==> src/rtl/core/alfr_pkg.sv <==
// Shared types, constants and helper functions for the additive lagged-Fibonacci generator.
package alfr_pkg;

  localparam int unsigned TABLE_DEPTH_DEF = 63;

  localparam logic [30:0] LCG_MUL   = 31'd1103515245;
  localparam logic [30:0] LCG_INC   = 31'd12345;
  localparam logic [31:0] PM_Q      = 32'd127773;
  // 2^48 / 127773 rounded down a little; quotient estimate is exact or one low
  localparam logic [31:0] PM_RECIP  = 32'd2202930000;
  localparam logic [16:0] PM_A      = 17'd16807;
  localparam logic [11:0] PM_R      = 12'd2836;
  localparam logic [33:0] PM_M      = 34'h07fffffff;
  localparam int unsigned WARM_MULT = 10;

  localparam logic [2:0] TYPE_LCG = 3'd0;
  localparam logic [2:0] TYPE_MAX = 3'd4;
  localparam logic [2:0] TYPE_RST = 3'd3;
  localparam logic [31:0] SEED_RST = 32'd1;

  typedef enum logic {
    REG_TYPE = 1'b0,
    REG_SEED = 1'b1
  } reg_idx_e;

  typedef enum logic [3:0] {
    OP_NONE,
    OP_LOAD,
    OP_SEED0,
    OP_DIV_SEED,
    OP_SEED_MUL,
    OP_SEED_WR,
    OP_WARM_INIT,
    OP_RD,
    OP_LCG_MUL,
    OP_WR,
    OP_DIV_MOD,
    OP_OUT
  } op_e;

  typedef struct packed {
    op_e op;
  } cmd_t;

  typedef struct packed {
    logic bound_zero;
    logic seeded;
    logic type_zero;
    logic seed_last;
    logic warm_zero;
    logic div_busy;
    logic out_busy;
  } sts_t;

  function automatic logic [6:0] deg_of(input logic [2:0] t);
    logic [6:0] d;
    case (t)
      3'd1:    d = 7'd7;
      3'd2:    d = 7'd15;
      3'd3:    d = 7'd31;
      3'd4:    d = 7'd63;
      default: d = 7'd0;
    endcase
    return d;
  endfunction

  function automatic logic [6:0] sep_of(input logic [2:0] t);
    logic [6:0] s;
    case (t)
      3'd1:    s = 7'd3;
      3'd2:    s = 7'd1;
      3'd3:    s = 7'd3;
      3'd4:    s = 7'd1;
      default: s = 7'd0;
    endcase
    return s;
  endfunction

  function automatic logic [2:0] eff_type(input logic [2:0] t, input logic [6:0] depth);
    logic [2:0] e;
    e = (t > TYPE_MAX) ? TYPE_MAX : t;
    for (int k = 0; k < 3; k++) begin
      if (e > 3'd1 && deg_of(e) > depth) begin
        e = e - 3'd1;
      end
    end
    return e;
  endfunction

endpackage

==> src/rtl/core/alfr_ctrl.sv <==
// Sequencing state machine: seeding, warm-up, draw and modulo phases.
module alfr_ctrl import alfr_pkg::*; (
  input  logic clk_i,
  input  logic rst_ni,
  input  logic in_valid_i,
  output logic in_ready_o,
  input  logic out_ready_i,
  input  sts_t sts_i,
  output cmd_t cmd_o
);

  typedef enum logic [3:0] {
    S_IDLE, S_CHECK, S_SEED0, S_SDIV, S_SWAIT, S_SMUL, S_SWR, S_WINIT,
    S_RD, S_LMUL, S_WR, S_MDIV, S_MWAIT, S_FIN
  } state_e;

  state_e state_q;
  logic   out_free;

  assign in_ready_o = (state_q == S_IDLE);
  assign out_free   = !sts_i.out_busy || out_ready_i;

  always_comb begin
    cmd_o.op = OP_NONE;
    unique case (state_q)
      S_IDLE:  if (in_valid_i) cmd_o.op = OP_LOAD;
      S_SEED0: cmd_o.op = OP_SEED0;
      S_SDIV:  cmd_o.op = OP_DIV_SEED;
      S_SMUL:  cmd_o.op = OP_SEED_MUL;
      S_SWR:   cmd_o.op = OP_SEED_WR;
      S_WINIT: cmd_o.op = OP_WARM_INIT;
      S_RD:    cmd_o.op = OP_RD;
      S_LMUL:  cmd_o.op = OP_LCG_MUL;
      S_WR:    cmd_o.op = OP_WR;
      S_MDIV:  cmd_o.op = OP_DIV_MOD;
      S_FIN:   if (out_free) cmd_o.op = OP_OUT;
      default: cmd_o.op = OP_NONE;
    endcase
  end

  always_ff @(posedge clk_i or negedge rst_ni) begin
    if (!rst_ni) begin
      state_q <= S_IDLE;
    end else begin
      unique case (state_q)
        S_IDLE:  if (in_valid_i) state_q <= S_CHECK;
        S_CHECK: begin
          if (sts_i.bound_zero) state_q <= S_FIN;
          else if (!sts_i.seeded) state_q <= S_SEED0;
          else state_q <= S_RD;
        end
        S_SEED0: state_q <= sts_i.type_zero ? S_RD : S_SDIV;
        S_SDIV:  state_q <= S_SWAIT;
        S_SWAIT: if (!sts_i.div_busy) state_q <= S_SMUL;
        S_SMUL:  state_q <= S_SWR;
        S_SWR:   state_q <= sts_i.seed_last ? S_WINIT : S_SDIV;
        S_WINIT: state_q <= S_RD;
        S_RD:    state_q <= sts_i.type_zero ? S_LMUL : S_WR;
        S_LMUL:  state_q <= S_WR;
        S_WR:    state_q <= sts_i.warm_zero ? S_MDIV : S_RD;
        S_MDIV:  state_q <= S_MWAIT;
        S_MWAIT: if (!sts_i.div_busy) state_q <= S_FIN;
        S_FIN:   if (out_free) state_q <= S_IDLE;
        default: state_q <= S_IDLE;
      endcase
    end
  end

endmodule

==> config.mk <==
export PLATFORM = sky130hd
export DESIGN_NAME = alfr_ctrl
export DESIGN_NICKNAME = d
export VERILOG_FILES = /design/src/rtl/core/alfr_pkg.sv /design/src/rtl/core/alfr_ctrl.sv
export SDC_FILE = /design/constraint.sdc
export NUM_CORES = 1
export LEC_CHECK = 0
export BUFFER_PORTS_ARGS = -buffer_cell sky130_fd_sc_hd__buf_2
export CORE_UTILIZATION = 31
export CTS_BUF_LIST = sky130_fd_sc_hd__clkbuf_4 sky130_fd_sc_hd__clkbuf_8
export DETAILED_ROUTE_END_ITERATION = 7
export MAX_ROUTING_LAYER = met4
export PLACE_DENSITY = 0.54
export SLEW_MARGIN = 5
export SYNTH_ARGS = -nofsm -noshare
export SYNTH_HDL_FRONTEND = slang
export SYNTH_SLANG_ARGS = --single-unit
==> constraint.sdc <==
create_clock -name clk_i -period 2.1 [get_ports clk_i]
set_clock_uncertainty 0.15 [all_clocks]
set_input_delay 0.315 -clock clk_i [delete_from_list [all_inputs] [get_ports clk_i]]
set_output_delay 0.315 -clock clk_i [all_outputs]
set_load 0.1 [all_outputs]
* Yosys cells after proc, flatten, opt, wreduce, memory -nomap -nowiden
Index checks and enable logic that the tools add are counted.
Word-level totals: input bits 11, output and inout bits 5, logic and storage cells 36, flip-flop bits (word level) 4
Cells by class: equality and inequality tests 17, reductions and logical operators 4, muxes and demuxes 14
Operators by type and width (count):
- one-hot mux 4 bit (14 select lines) | 1
- one-hot mux 4 bit (11 select lines) | 1
- two-way mux 4 bit | 8
- == test 4 bit (second input constant) | 6
- == test 4 x 3 -> 1 bit (second input constant) | 4
- == test 4 x 2 -> 1 bit (second input constant) | 2
- inequality test 2 bit (second input constant) | 4
- == test 4 x 1 -> 1 bit (second input constant) | 1
- logical NOT 4 bit | 1
- two-way mux 2 bit | 2
- AND reduction 4 bit | 1
- two-way mux 3 bit | 1
- logical NOT 1 bit | 1
- logical OR 1 bit | 1
- two-way mux 1 bit | 1

* Depth between registers and ports, before layout
depth after elaboration 4, depth in mapped cells 6, mapped depth without buffers 4

* Worst setup path after synthesis
OpenSTA, ideal clock, no wires.
kind register -> output, start reg state_q[3], end out cmd_o[1] in the netlist's numbering, path buffers 2, data arrival time 2.901 ns, cell stages (with the launch flop) 6, data required time 1.635 ns, setup slack -1.266 ns, cell sequence dfrtp_1 -> buf_6 -> buf_2 -> nand2_1 -> a21oi_1 -> o21ai_0
RTL lines:
- start, declared | RTL line alfr_ctrl.sv:17 | state_e state_q;
- start signal, assigned | RTL line alfr_ctrl.sv:52 | S_SEED0: state_q <= sts_i.type_zero ? S_RD : S_SDIV;
- start signal, assigned | RTL line alfr_ctrl.sv:56 | S_SWR: state_q <= sts_i.seed_last ? S_WINIT : S_SDIV;
- start signal, assigned | RTL line alfr_ctrl.sv:58 | S_RD: state_q <= sts_i.type_zero ? S_LMUL : S_WR;
- end, declared | RTL line alfr_ctrl.sv:9 | output cmd_t cmd_o

==> flow_metrics.env <==
export IMPL_status="finished, violations left"
export IMPL_violations="design-rule violations"
export IMPL_die_x_um=42.03
export IMPL_synth_edff_count=0
export IMPL_synthMuxAreaShare_pct=0
export IMPL_ys_types=32
export IMPL_path_max_fanout=11
export IMPL_nNetsFinal=96
export IMPL_syn_inst=65
export IMPL_start_util_pct=32.97
export IMPL_yosysMostFrequentCell="nand2_1"
export IMPL_path_class="flip-flop to primary output"
export IMPL_fin_area_um2=705.7
export IMPL_critPathLaunchType="flip-flop"
export IMPL_finalMaxSlewViolations=0
export IMPL_arrival_ps=1550
export IMPL_routed_via_density=5.737
export IMPL_cts_buffers=3
export IMPL_track_usage_pct=17.01
export IMPL_yosysWarnings=0
export IMPL_pre_cts_ws_ps=255.3
export IMPL_grt_first_pass_wirelength_mm=2.180
export IMPL_root_buffer="clkbuf_4"
export IMPL_diodes=0
export IMPL_cts_tree="built"
export IMPL_synth_area_leaders="dfrtp_1 (20%), nand2_1 (6.0%), a2111oi_4 (5.5%)"
export IMPL_clkLatencyLatePin_ps=260
export IMPL_pin_count=16
export IMPL_regMostFlops="state_q"
export IMPL_largest_register_ffs=4
export IMPL_worst_ep_required_time_ps=1630
export IMPL_area_growth_pct=42.07
export IMPL_async_flop_share_pct=100.0
export IMPL_synth_commonest_cells="nand2_1 (8), dfrtp_1 (4), inv_1 (4), nor2_1 (4), o21ai_0 (4)"
export IMPL_yosys_area_share_simple_pct=26.70
export IMPL_wire_per_inst_um=12.96
export IMPL_seq_area_frac_synth_pct=20.15
export IMPL_setup_slack_ps=82.74
export IMPL_grt_overflow=0
export IMPL_htree_levels=1
export IMPL_ant_nets=0
export IMPL_io_buffer_count=15
export IMPL_rsz0062_at_grt="false"
export IMPL_yosysTopAreaCell="dfrtp_1"
export IMPL_setup_viol=0
export IMPL_synth_compound_gate_area_share_pct=42.57
export IMPL_largestRegisters="state_q (4)"
export IMPL_synth_xor_area_share_pct=0
export IMPL_dpl_cell_area_um2=666.9
export IMPL_yosysTopAreaCellShare_pct=20.15
export IMPL_grt_max_degree=15
export IMPL_hold_class="input port to async pin"
export IMPL_coreArea_um2=1506
export IMPL_min_period_ps=2017
export IMPL_maxCapViolations=0
export IMPL_syn_area_per_cell_um2=7.642
export IMPL_fin_tns_setup_ps=0
export IMPL_numClockSinks=4
export IMPL_fmax_ghz=0.4957
export IMPL_dp_hpwl_um=960.9
export IMPL_hold_viol=0
export IMPL_fp_dieH_um=42.03
export IMPL_antenna_found_initial=0
export IMPL_die_area_um2=1767
export IMPL_drc=1
export IMPL_worst_pin_slew_ps=308.1
export IMPL_drive_gt1_share_pct=36.14
export IMPL_globalplace_congestion=0.8869
export IMPL_synthAdderAreaFrac_pct=0
export IMPL_rr_startpoint="state_q[0]$_DFFE_PN0P_"
export IMPL_synth_area_um2=496.7
export IMPL_synth_ff_type="dfrtp_1"
export IMPL_dr_total_vias=568
export IMPL_cts_setup_buffers=0
export IMPL_fillerInstances=152
export IMPL_ys_ff_latch=4
export IMPL_drt_iter0_drc=35
export IMPL_firstDrtPassIters=6
export IMPL_crit_start="state_q[3]$_DFFE_PN0P_"
export IMPL_wl_mm=1.283
export IMPL_synth_nets=76
export IMPL_relSlewSlack_pct=79.20
export IMPL_cts_clk_slew_worst_paths_ps=40
export IMPL_fin_crit_sh_pct=96.06
export IMPL_row_count=14
export IMPL_cts_max_path_buffers=2
export IMPL_synth_top_family_by_area="compound AO/OA/AOI/OAI gates"
export IMPL_grt_pass1_vias=473
export IMPL_worst_setup_path_end_kind="primary output"
-- critical path, cell delays in order (launching register included) --
cell and delay (ps):
dfrtp_2 470, buf_4 190, or2b_1 250, o22ai_2 190
buf_12 200
-- layout make-up --
class,instances,area [um2],share of cell area [%]
Multi-Input combinational cell,52,354.1,50.18
Timing Repair Buffer,20,190.2,26.95
Sequential cell,4,103.9,14.72
Clock buffer,3,22.52,3.191
Tap cell,16,20.02,2.837
Inverter,4,15.01,2.128
-- path summary, 6_finish.rpt --
check                                         end  slack (ps)  cells past startpoint
min reg2reg                state_q[3]$_DFFE_PN0P_         510                      1
min                        state_q[1]$_DFFE_PN0P_         230                      2
max                                      cmd_o[2]          80                      4
max in group asynchronous  state_q[3]$_DFFE_PN0P_        1430                      2
max reg2reg                state_q[3]$_DFFE_PN0P_         310                      5
min in group clk_i         state_q[0]$_DFFE_PN0P_         280                      3
-- timing repair --
item | CTS | global route
resized for setup | 1 | 3
hold buffers | 1 | 0
cloned | 0 | 0
hold endpoints to repair | 4 | 0
setup endpoints to repair | 1 | 4
-- per-layer routing --
layer	routed length (um)	vias to the layer above	GRT usage, %
li1	-	282	-
met1	555	256	21.89
met2	600	25	24.69
met3	84	5	2.586
met4	43	0	11.25
met5	0	-	-
-- logic make-up (layout without fill, tap and decap cells) --
group,Yosys count,after routing
compound gates,27,27
buf+inv,9,27
flops,4,4
simple gates,25,25
-- placed cells by master (no fill, tap or decap), types with 3 or more instances in the layout --
cell	n
nor3b_1	3
nor2_1	3
o21ai_0	3
buf_2	10
dfrtp_2	3
buf_12	5
o21ai_1	3
buf_4	4
nand2_1	8
inv_1	4
clkbuf_4	3
a21oi_1	3
-- metrics by stage --
step / cells / hold WS [ps] / utilization [%]
floorplan: 65 / -130.6 / -
global placement: 95 / -29.20 / 44.27
detailed placement: 95 / -28.50 / 44.27
CTS: 99 / 236.7 / 46.51
global route: 99 / 253.0 / 46.84
finish: 99 / 225.9 / 46.84
Power is left out: the tool's default activity adds up to more than one toggle a clock period on the data nets, which glitch-free logic cannot reach.
